==> src/hw/rtl/mtnpw_pkg.sv <==
package mtnpw_pkg;

   localparam int unsigned COORD_W   = 16;
   localparam int unsigned LAYOUT_W  = 44;
   localparam int unsigned FIELD_W   = 11;
   localparam int unsigned ADDR_W    = 34;
   localparam int unsigned DATA_W    = 32;
   localparam int unsigned BE_W      = 4;
   localparam int unsigned MASK_W    = 8;
   localparam int unsigned DEPTH_W   = 3;
   localparam int unsigned CSR_IDX_W = 3;

   localparam logic [DEPTH_W-1:0] DEPTH_1BPP  = 3'd0;
   localparam logic [DEPTH_W-1:0] DEPTH_8BPP  = 3'd1;
   localparam logic [DEPTH_W-1:0] DEPTH_16BPP = 3'd2;
   localparam logic [DEPTH_W-1:0] DEPTH_24BPP = 3'd3;
   localparam logic [DEPTH_W-1:0] DEPTH_32BPP = 3'd4;

   localparam logic [MASK_W-1:0] BIT_MASK_MSB = 8'h80;
   localparam logic [MASK_W-1:0] FULL_BYTE    = 8'hFF;
   localparam logic [2:0]        BIT_IN_BYTE  = 3'd7;

   localparam logic [BE_W-1:0] BE_ONE_BYTE    = 4'h1;
   localparam logic [BE_W-1:0] BE_TWO_BYTES   = 4'h3;
   localparam logic [BE_W-1:0] BE_THREE_BYTES = 4'h7;
   localparam logic [BE_W-1:0] BE_FOUR_BYTES  = 4'hF;

   localparam logic [DATA_W-1:0] DATA_MASK_16 = 32'h0000_FFFF;
   localparam logic [DATA_W-1:0] DATA_MASK_24 = 32'h00FF_FFFF;

   typedef enum logic [CSR_IDX_W-1:0] {
      CSR_DEPTH_CODE     = 3'd0,
      CSR_CHANNEL_LAYOUT = 3'd1,
      CSR_LINE_PITCH     = 3'd2,
      CSR_X_PAN          = 3'd3,
      CSR_Y_PAN          = 3'd4,
      CSR_MONO01         = 3'd5,
      CSR_SURFACE_WIDTH  = 3'd6,
      CSR_SURFACE_HEIGHT = 3'd7
   } csr_index_type;

   localparam logic [DEPTH_W-1:0]  RESET_DEPTH_CODE     = DEPTH_32BPP;
   localparam logic [LAYOUT_W-1:0] RESET_CHANNEL_LAYOUT = 44'd34620424;
   localparam logic [COORD_W-1:0]  RESET_SURFACE_WIDTH  = 16'd640;
   localparam logic [COORD_W-1:0]  RESET_SURFACE_HEIGHT = 16'd480;

   typedef struct packed {
      logic [DEPTH_W-1:0]  depth_code;
      logic [LAYOUT_W-1:0] channel_layout;
      logic [COORD_W-1:0]  line_pitch;
      logic [COORD_W-1:0]  x_pan;
      logic [COORD_W-1:0]  y_pan;
      logic                mono01_polarity;
      logic [COORD_W-1:0]  surface_width;
      logic [COORD_W-1:0]  surface_height;
   } cfg_type;

   typedef struct packed {
      logic [COORD_W-1:0] pixel_x;
      logic [COORD_W-1:0] pixel_y;
      logic               shadow_bit;
   } pixel_type;

   typedef struct packed {
      logic [ADDR_W-1:0] fb_address;
      logic [DATA_W-1:0] write_data;
      logic [BE_W-1:0]   byte_enable;
      logic [MASK_W-1:0] bit_mask;
   } write_type;

   // Full-scale value of one channel at its offset; a length of 32 or more
   // fills the word and bits shifted past bit 31 are lost.
   function automatic logic [DATA_W-1:0] full_channel(input logic [FIELD_W-1:0] field);
      logic [5:0]        len;
      logic [4:0]        off;
      logic [DATA_W-1:0] maxv;
      len = field[5:0];
      off = field[10:6];
      if (len[5]) begin
         maxv = '1;
      end else begin
         maxv = ~({DATA_W{1'b1}} << len[4:0]);
      end
      return maxv << off;
   endfunction

endpackage

==> src/hw/rtl/mtnpw_if.sv <==
interface mtnpw_req_if;
   import mtnpw_pkg::*;

   logic               valid;
   logic               ready;
   logic [COORD_W-1:0] pixel_x;
   logic [COORD_W-1:0] pixel_y;
   logic               shadow_bit;

   modport source (output valid, output pixel_x, output pixel_y, output shadow_bit,
                   input ready);
   modport sink   (input valid, input pixel_x, input pixel_y, input shadow_bit,
                   output ready);
endinterface

interface mtnpw_rsp_if;
   import mtnpw_pkg::*;

   logic              valid;
   logic              ready;
   logic [ADDR_W-1:0] fb_address;
   logic [DATA_W-1:0] write_data;
   logic [BE_W-1:0]   byte_enable;
   logic [MASK_W-1:0] bit_mask;

   modport source (output valid, output fb_address, output write_data,
                   output byte_enable, output bit_mask, input ready);
   modport sink   (input valid, input fb_address, input write_data,
                   input byte_enable, input bit_mask, output ready);
endinterface

==> src/hw/rtl/mtnpw_csr.sv <==
module mtnpw_csr (
   input  logic                                clock,
   input  logic                                reset,
   input  logic                                csr_write_enable,
   input  logic [mtnpw_pkg::CSR_IDX_W-1:0]     csr_index,
   input  logic [mtnpw_pkg::LAYOUT_W-1:0]      csr_write_data,
   output mtnpw_pkg::cfg_type                  cfg
);
   import mtnpw_pkg::*;

   cfg_type cfg_ff;
   cfg_type cfg_in;

   always_comb begin
      cfg_in = cfg_ff;
      if (csr_write_enable) begin
         case (csr_index_type'(csr_index))
            CSR_DEPTH_CODE:     cfg_in.depth_code      = csr_write_data[DEPTH_W-1:0];
            CSR_CHANNEL_LAYOUT: cfg_in.channel_layout  = csr_write_data[LAYOUT_W-1:0];
            CSR_LINE_PITCH:     cfg_in.line_pitch      = csr_write_data[COORD_W-1:0];
            CSR_X_PAN:          cfg_in.x_pan           = csr_write_data[COORD_W-1:0];
            CSR_Y_PAN:          cfg_in.y_pan           = csr_write_data[COORD_W-1:0];
            CSR_MONO01:         cfg_in.mono01_polarity = csr_write_data[0];
            CSR_SURFACE_WIDTH:  cfg_in.surface_width   = csr_write_data[COORD_W-1:0];
            CSR_SURFACE_HEIGHT: cfg_in.surface_height  = csr_write_data[COORD_W-1:0];
            default:            cfg_in = cfg_ff;
         endcase
      end
   end

   always_ff @(posedge clock) begin
      if (reset) begin
         cfg_ff.depth_code      <= RESET_DEPTH_CODE;
         cfg_ff.channel_layout  <= RESET_CHANNEL_LAYOUT;
         cfg_ff.line_pitch      <= '0;
         cfg_ff.x_pan           <= '0;
         cfg_ff.y_pan           <= '0;
         cfg_ff.mono01_polarity <= 1'b0;
         cfg_ff.surface_width   <= RESET_SURFACE_WIDTH;
         cfg_ff.surface_height  <= RESET_SURFACE_HEIGHT;
      end else begin
         cfg_ff <= cfg_in;
      end
   end

   assign cfg = cfg_ff;

endmodule

==> src/hw/rtl/mtnpw_pixel.sv <==
module mtnpw_pixel (
   input  mtnpw_pkg::cfg_type   cfg,
   input  mtnpw_pkg::pixel_type pixel,
   output logic                 keep,
   output mtnpw_pkg::write_type wr
);
   import mtnpw_pkg::*;

   logic [COORD_W:0]     row_sum;
   logic [2*COORD_W:0]   row_base;
   logic [COORD_W:0]     tx;
   logic [COORD_W+2:0]   tx_wide;
   logic [COORD_W+2:0]   col_offset;
   logic [DATA_W-1:0]    color;
   logic [DATA_W-1:0]    pix;
   logic                 white;

   always_comb begin
      keep = (pixel.pixel_x < cfg.surface_width) && (pixel.pixel_y < cfg.surface_height)
             && (cfg.depth_code <= DEPTH_32BPP);

      row_sum  = {1'b0, pixel.pixel_y} + {1'b0, cfg.y_pan};
      row_base = row_sum * cfg.line_pitch;
      tx       = {1'b0, pixel.pixel_x} + {1'b0, cfg.x_pan};
      tx_wide  = {2'b00, tx};

      color = full_channel(cfg.channel_layout[FIELD_W-1:0])
            | full_channel(cfg.channel_layout[2*FIELD_W-1:FIELD_W])
            | full_channel(cfg.channel_layout[3*FIELD_W-1:2*FIELD_W]);
      pix   = (pixel.shadow_bit ? '0 : color)
            | full_channel(cfg.channel_layout[4*FIELD_W-1:3*FIELD_W]);
      white = ~pixel.shadow_bit ^ cfg.mono01_polarity;

      wr.bit_mask = FULL_BYTE;
      case (cfg.depth_code)
         DEPTH_1BPP: begin
            col_offset        = tx_wide >> 3;
            wr.write_data     = {{(DATA_W-1){1'b0}}, white};
            wr.byte_enable    = BE_ONE_BYTE;
            wr.bit_mask       = BIT_MASK_MSB >> (tx[2:0] & BIT_IN_BYTE);
         end
         DEPTH_8BPP: begin
            col_offset        = tx_wide;
            wr.write_data     = pixel.shadow_bit ? '0 : {{(DATA_W-MASK_W){1'b0}}, FULL_BYTE};
            wr.byte_enable    = BE_ONE_BYTE;
         end
         DEPTH_16BPP: begin
            col_offset        = tx_wide << 1;
            wr.write_data     = pix & DATA_MASK_16;
            wr.byte_enable    = BE_TWO_BYTES;
         end
         DEPTH_24BPP: begin
            col_offset        = (tx_wide << 1) + tx_wide;
            wr.write_data     = pix & DATA_MASK_24;
            wr.byte_enable    = BE_THREE_BYTES;
         end
         default: begin
            col_offset        = tx_wide << 2;
            wr.write_data     = pix;
            wr.byte_enable    = BE_FOUR_BYTES;
         end
      endcase

      wr.fb_address = {1'b0, row_base} + {{(ADDR_W-COORD_W-3){1'b0}}, col_offset};
   end

endmodule

==> src/hw/rtl/mono_to_native_pixel_writer_core.sv <==
// A word accepted into the input register passes through the result register before its write shows on rsp.
// Throughput: one word per clock; the input register and the result register
// stall together only when a write waits on rsp and the input register is full.
// Words outside the surface or with an unused depth code give no write.
// Reset is synchronous and active high; it empties both registers and loads
// the configuration registers with their defaults.
module mono_to_native_pixel_writer_core (
   input  logic                            clock,
   input  logic                            reset,
   mtnpw_req_if.sink                       req,
   mtnpw_rsp_if.source                     rsp,
   input  logic                            csr_write_enable,
   input  logic [mtnpw_pkg::CSR_IDX_W-1:0] csr_index,
   input  logic [mtnpw_pkg::LAYOUT_W-1:0]  csr_write_data
);
   import mtnpw_pkg::*;

   cfg_type   cfg;
   pixel_type pixel_ff;
   pixel_type pixel_in;
   logic      in_valid_ff;
   logic      in_valid_in;
   write_type wr;
   write_type wr_ff;
   write_type wr_in;
   logic      out_valid_ff;
   logic      out_valid_in;
   logic      keep;
   logic      advance;
   logic      accept;

   mtnpw_csr u_csr (
      .clock            (clock),
      .reset            (reset),
      .csr_write_enable (csr_write_enable),
      .csr_index        (csr_index),
      .csr_write_data   (csr_write_data),
      .cfg              (cfg)
   );

   mtnpw_pixel u_pixel (
      .cfg   (cfg),
      .pixel (pixel_ff),
      .keep  (keep),
      .wr    (wr)
   );

   always_comb begin
      advance   = !out_valid_ff || rsp.ready;
      req.ready = !in_valid_ff || advance;
      accept    = req.valid && req.ready;

      in_valid_in = req.ready ? req.valid : in_valid_ff;
      pixel_in    = pixel_ff;
      if (accept) begin
         pixel_in = '{pixel_x: req.pixel_x, pixel_y: req.pixel_y, shadow_bit: req.shadow_bit};
      end

      out_valid_in = advance ? (in_valid_ff && keep) : out_valid_ff;
      wr_in        = (advance && in_valid_ff && keep) ? wr : wr_ff;
   end

   always_ff @(posedge clock) begin
      if (reset) begin
         in_valid_ff  <= 1'b0;
         out_valid_ff <= 1'b0;
      end else begin
         in_valid_ff  <= in_valid_in;
         out_valid_ff <= out_valid_in;
      end
   end

   always_ff @(posedge clock) begin
      pixel_ff <= pixel_in;
      wr_ff    <= wr_in;
   end

   assign rsp.valid       = out_valid_ff;
   assign rsp.fb_address  = wr_ff.fb_address;
   assign rsp.write_data  = wr_ff.write_data;
   assign rsp.byte_enable = wr_ff.byte_enable;
   assign rsp.bit_mask    = wr_ff.bit_mask;

endmodule

==> src/flat_wrapper.sv <==
// flat-port wrapper written by rule: the top's interface ports become plain ports
module mono_to_native_pixel_writer_core_flat import mtnpw_pkg::*;
  (clock, reset, csr_write_enable, csr_index, csr_write_data, req_valid, req_pixel_x, req_pixel_y, req_shadow_bit, req_ready, rsp_valid, rsp_fb_address, rsp_write_data, rsp_byte_enable, rsp_bit_mask, rsp_ready);
  mtnpw_req_if req_i ();
  mtnpw_rsp_if rsp_i ();
  input  logic clock;
  input  logic reset;
  input  logic csr_write_enable;
  input  logic [mtnpw_pkg::CSR_IDX_W-1:0] csr_index;
  input  logic [mtnpw_pkg::LAYOUT_W-1:0] csr_write_data;
  input wire logic [$bits(req_i.valid)-1:0] req_valid;
  input wire logic [$bits(req_i.pixel_x)-1:0] req_pixel_x;
  input wire logic [$bits(req_i.pixel_y)-1:0] req_pixel_y;
  input wire logic [$bits(req_i.shadow_bit)-1:0] req_shadow_bit;
  output wire logic [$bits(req_i.ready)-1:0] req_ready;
  output wire logic [$bits(rsp_i.valid)-1:0] rsp_valid;
  output wire logic [$bits(rsp_i.fb_address)-1:0] rsp_fb_address;
  output wire logic [$bits(rsp_i.write_data)-1:0] rsp_write_data;
  output wire logic [$bits(rsp_i.byte_enable)-1:0] rsp_byte_enable;
  output wire logic [$bits(rsp_i.bit_mask)-1:0] rsp_bit_mask;
  input wire logic [$bits(rsp_i.ready)-1:0] rsp_ready;
  assign req_i.valid = req_valid;
  assign req_i.pixel_x = req_pixel_x;
  assign req_i.pixel_y = req_pixel_y;
  assign req_i.shadow_bit = req_shadow_bit;
  assign req_ready = req_i.ready;
  assign rsp_valid = rsp_i.valid;
  assign rsp_fb_address = rsp_i.fb_address;
  assign rsp_write_data = rsp_i.write_data;
  assign rsp_byte_enable = rsp_i.byte_enable;
  assign rsp_bit_mask = rsp_i.bit_mask;
  assign rsp_i.ready = rsp_ready;
  mono_to_native_pixel_writer_core u_core (.clock(clock), .reset(reset), .req(req_i), .rsp(rsp_i), .csr_write_enable(csr_write_enable), .csr_index(csr_index), .csr_write_data(csr_write_data));
endmodule
==> config.mk <==
export PLATFORM = sky130hd
export DESIGN_NAME = mono_to_native_pixel_writer_core_flat
export DESIGN_NICKNAME = d
export VERILOG_FILES = /design/src/hw/rtl/mtnpw_pkg.sv /design/src/hw/rtl/mtnpw_if.sv /design/src/hw/rtl/mtnpw_csr.sv /design/src/hw/rtl/mtnpw_pixel.sv /design/src/hw/rtl/mono_to_native_pixel_writer_core.sv /design/src/flat_wrapper.sv
export SDC_FILE = /design/constraint.sdc
export NUM_CORES = 2
export LEC_CHECK = 0
export BUFFER_PORTS_ARGS = -buffer_cell sky130_fd_sc_hd__buf_4
export CAP_MARGIN = 20
export CORE_AREA = 2 2 267 295
export DETAILED_ROUTE_END_ITERATION = 16
export DIE_AREA = 0 0 269 297
export GPL_ROUTABILITY_DRIVEN = 0
export SKIP_LAST_GASP = 1
export SYNTH_ARGS = -nofsm -noshare
export SYNTH_HDL_FRONTEND = slang
export SYNTH_HIERARCHICAL = 1
export SYNTH_SLANG_ARGS = --single-unit
==> constraint.sdc <==
create_clock -name clock -period 9.85 [get_ports clock]
set_input_delay 0.985 -clock clock [delete_from_list [all_inputs] [get_ports clock]]
set_output_delay 0.985 -clock clock [all_outputs]
set_load 0.02 [all_outputs]
Yosys cells after proc, flatten, opt, wreduce, memory -nomap -nowiden:

Index checks and enable logic that the tools add are counted.

* register bits after elaboration: 241
* logic and storage cells: 81
* input bits: 85
* output and inout port bits: 80

* add/subtract/negate cells: 4
* multiplexer cells: 8
* reductions and logical operators: 20
* shifts and indexed selects: 9
* order comparisons: 3
* multiply operators: 1
* bitwise gates (word level): 9
* equality and inequality tests: 10

Operator list (number)
* two-way mux 32 bit: 5
* one-hot mux 36 bit (4 select lines): 1
* inverter 32 bit: 4
* left shift 32 x 5 -> 32 bit: 4
* left shift 32 x 5 -> 32 bit (first input constant): 4
* bitwise OR 32 bit: 3
* one-hot mux 19 bit (4 select lines): 1
* adder 16 x 16 -> 17 bit: 2
* adder 33 x 19 -> 34 bit: 1
* multiplier 17 x 16 -> 33 bit: 1
* less-than comparator 16 bit: 2
* adder 18 x 17 -> 19 bit: 1
* AND reduction 2 bit: 8
* == test 3 x 2 -> 1 bit (second input constant): 4
* == test 3 bit (second input constant): 4
* two-way mux 8 bit: 1
* >> shifter 8 x 3 -> 8 bit (first input constant): 1
* == test 3 x 1 -> 1 bit (second input constant): 2
* logical AND 1 bit: 6
* zero test 3 bit: 2
* less-or-equal comparator 3 bit (second input constant): 1
* zero test 1 bit: 2
* logical OR 1 bit: 2
* inverter 1 bit: 1
* XOR 1 bit: 1

Depth between registers and ports, before layout:

* depth in word-level cells: 9
* depth in mapped cells: 37
* mapped depth without buffers: 37

Hierarchy:

The synthesis kept the hierarchy.

By module, submodules not included
* mtnpw_pixel: area an instance 18051.1 sq um, instances 1, cells each 2499, seq. area each 0.0 sq um
* mtnpw_csr: area an instance 5241.3 sq um, instances 1, cells each 486, seq. area each 2562.5 sq um
* mono_to_native_pixel_writer_core: area an instance 3417.0 sq um, instances 1, cells each 121, seq. area each 3373.2 sq um

Worst setup path after synthesis:

No wires, ideal clock.

* path kind: register -> register
* start point: reg u_core/pixel_ff[1] in the netlist's numbering
* end point: reg u_core.wr_ff, in the netlist u_core/rsp.fb_address[30], data pin
* clock period less this slack: 8.185 ns
* path slack: 1.665 ns
* data required time: 9.591 ns
* library setup time: 0.259 ns
* path buffers: 1
* data arrival time: 7.926 ns
* cell stages (with the launch flop): 34
* path through: edfxtp_1 -> ha_1 -> fa_1 -> a21o_1 -> a21oi_1 -> o21bai_1 -> a21oi_1 -> o21bai_1 -> a21oi_1 -> o21ai_1 -> o41a_1 -> a31oi_1 -> xnor2_1 -> clkbuf_1 -> nand2_1 -> fa_1 -> inv_1 -> fa_1 -> inv_1 -> fa_1 -> fa_1 -> fa_1 -> fa_1 -> inv_1 -> ha_1 -> a21o_1 -> nor2_1 -> o21ai_0 -> a31oi_1 -> or4_1 -> a21oi_1 -> a21bo_2 -> a21oi_1 -> xnor2_1

RTL lines
* from (decl): RTL line mono_to_native_pixel_writer_core.sv:19 `pixel_type pixel_ff;`
* from (signal assigned): RTL line mono_to_native_pixel_writer_core.sv:74 `pixel_ff <= pixel_in;`
* to (signal assigned): RTL line mono_to_native_pixel_writer_core.sv:75 `wr_ff <= wr_in;`
* to (decl): RTL line mono_to_native_pixel_writer_core.sv:24 `write_type wr_ff;`

==> results_dict.tcl <==
set metrics [dict create \
    yosysSeqAreaShare_pct 22.2 \
    syn-num-nets 3615 \
    crit_arrival_ps 9400 \
    cts-buffers-inserted 34 \
    yosysTopAreaCell "fa_1" \
    fillers 7750 \
    grt_busiest_layer "met2" \
    dieHeight_um 297 \
    clk_pin_slew_ps 60 \
    hold_viol_final 0 \
    syn_inst 3106 \
    ctsHoldBuffers 0 \
    whs_ps 478 \
    path_common_cell "fa_1" \
    grt_overflow 0 \
    start_util_pct 34.7 \
    muxShareOfSynthArea_pct 6.90 \
    period_needed_ps 9100 \
    synth_common_cells "nand2_1, inv_1, fa_1" \
    met3_usage_pct 2.84 \
    grt_pass1_vias 21700 \
    core-area_um2 77000 \
    rsz0062_at_grt "false" \
    antenna_found_initial 4 \
    drt-total-wl_mm 77.4 \
    finalClockSkew_ps 29.8 \
    htree_num_levels 2 \
    grt_pass1_wl_mm 121 \
    viasPerCell 5.27 \
    yosysWarnings 6 \
    multi_input_area_um2 18800 \
    cts_resized 0 \
    vias 22200 \
    synth_top_family_by_area "adder cells" \
    max_stage_delay_ps 590 \
    worstHoldPathType "reg -> reg" \
    rr_worst_depth 33 \
    status "complete, no violations" \
    clockBufferDepth 3 \
    first_iter_violations 2013 \
    regArea_um2 5940 \
    syn_avg_cell_area_um2 8.60 \
    area_delta_synth_final_pct 11.8 \
    synth_simple_gate_area_share_pct 17.8 \
    synth_adder_area_share_pct 26.8 \
    die-width_um 269 \
    rows 107 \
    synth_edf_count 111 \
    power.density_nw_per_um2 105 \
    start_kind "flop" \
    layout-drive-gt1-share_pct 9.78 \
    crit_type "reg -> reg" \
    max_freq_mhz 110 \
    boundaryPins 165 \
    place_hpwl_mm 57.9 \
    antenna_left 0 \
    slew_viol_final 0 \
    worst-path-max-fanout 5 \
    worst_skew_pair.late_latency_ps 570 \
    crit_required_ps 10150 \
    cts_tree "done" \
    gr-usage-met1_pct 26.2 \
    worstMarginPinSlew_ps 1150 \
    async_flop_share_pct 0 \
    drv_cap 0 \
    min_delay_path_depth 2 \
    synth.most_common_cell "nand2_1" \
    drt_first_pass_iters 6 \
    setup_viol 0 \
    root_buffer "clkbuf_16" \
    netlist_area_um2 26700 \
    period_share_pct 92.4 \
    drcViolationCount 0 \
    final.setup.tns_ps 0 \
    vdd_drop_max_mv 0.114 \
    post_drt_wl_per_cell_um 18.4 \
    ys_ff_latch 241 \
    groute.usage.overall_pct 19.3 \
    relSlewSlack_pct 22.7 \
    synth_ff_type "dfxtp_1" \
    met2_usage_pct 31.3 \
    cts_setup_buffers 0 \
    die_area_um2 79900 \
    synth_cell_types 91 \
    synthTopCellsByArea "fa_1, edfxtp_1, dfxtp_1, ha_1, mux2i_1" \
    p_leak_nw 12.9 \
    nNetsFinal 3654 \
    synth_xor_area_share_pct 2.00 \
    crit_slowest_cell "or4_1" \
    portBuffers 164 \
    grt_max_degree 85 \
    crit_path_end_kind "flop" \
    synth_top_area_share_pct 17.3 \
    cts.sinks 241 \
    synth_compound_area_share_pct 16.6 \
]
-- critical path: cells and delay by family (launching register included) --
kind | cells | cell delay (ps)
AO/OA/AOI/OAI | 15 | 2800
adder cells (fa/ha/maj) | 9 | 4070
flip-flops | 1 | 370
AND/OR/NAND/NOR | 2 | 750
XOR/XNOR | 2 | 580
buffers and inverters | 5 | 260
-- layer usage --
metal	vias to the layer above	part of all wire, %
met4	0	3.0
met5	-	0
met2	667	47
met1	10800	45
met3	125	5.6
li1	10600	-
-- stage by stage --
step / area [um^2] / cells / setup WS (ps) / power, mW / util (%)
after CTS: 29800 / 4204 / 845 / 3.18 / 38.8
final: 29900 / 4208 / 746 / 3.15 / 38.8
after global routing: 29900 / 4208 / 281 / 3.32 / 38.8
after floorplan: 26700 / 3106 / 1660 / 1.69 / -
after global placement: 28700 / 4143 / 980 / 1.92 / 37.3
after detailed placement: 28700 / 4143 / 844 / 1.93 / 37.3
-- placed cells by master, fill, tap and decap left out, drive strengths merged, types with 44 or more instances in the layout --
master / netlist / routed
nand2: 335 / 335
inv: 331 / 333
fa: 231 / 231
a21oi: 203 / 203
nor2: 199 / 199
buf: 41 / 199
ha: 193 / 193
nand2b: 180 / 180
o21ai: 156 / 156
mux2i: 155 / 155
dfxtp: 130 / 130
edfxtp: 111 / 111
and2: 105 / 105
a21o: 62 / 62
clkbuf: 155 / 51
xnor2: 45 / 45
a211oi: 44 / 44
-- final timing paths --
kind | slack, ps | from | endpoint
setup / recovery | 750 | u_core/pixel_ff[1]$_DFFE_PP_ | u_core/rsp.fb_address[32]$_DFFE_PP_
hold / removal | 480 | u_core/u_csr/cfg[17]$_SDFFE_PP0P_ | u_core/u_csr/cfg[17]$_SDFFE_PP0P_
setup reg to reg | 750 | u_core/pixel_ff[1]$_DFFE_PP_ | u_core/rsp.fb_address[32]$_DFFE_PP_
hold reg to reg | 480 | u_core/u_csr/cfg[17]$_SDFFE_PP0P_ | u_core/u_csr/cfg[17]$_SDFFE_PP0P_
-- layout make-up --
| type | instances | area share [%] |
|---|---|---|
| Clock inverter | 10 | 0.302 |
| Tap cell | 1035 | 4.34 |
| Antenna cell | 3 | 0.0251 |
| Timing Repair Buffer | 199 | 5.03 |
| Clock buffer | 51 | 3.41 |
| Inverter | 333 | 4.18 |
| Multi-Input combinational cell | 2336 | 62.9 |
| Sequential cell | 241 | 19.9 |
-- logic make-up (layout without fill, tap and decap cells) --
family	after synthesis	count (layout)
and+or+nand+nor	972	972
xor gates and xnor gates	61	61
AOI/OAI and AO/OA	694	694
muxes	173	173
buffers and inverters	529	593
DFF	241	241
adders and majority gates	435	435
other	1	4
-- state kept, by name (all words and copies together), names as in the netlist --
register                cells
u_core/u_csr/cfg          128
u_core/rsp.fb_address      34
u_core/pixel_ff            33
u_core/rsp.write_data      32
u_core/rsp.bit_mask         8
u_core/rsp.byte_enable      4
u_core/in_valid_ff          1
u_core/rsp.valid            1
-- where the power goes --
group | internal, mW | total, mW | switching [mW]
logic | 0.318 | 0.788 | 0.470
clock network | 0.722 | 1.23 | 0.507
registers | 1.09 | 1.13 | 0.0399
total | 2.13 | 3.15 | 1.02
(Power assumes the default switching activity.)
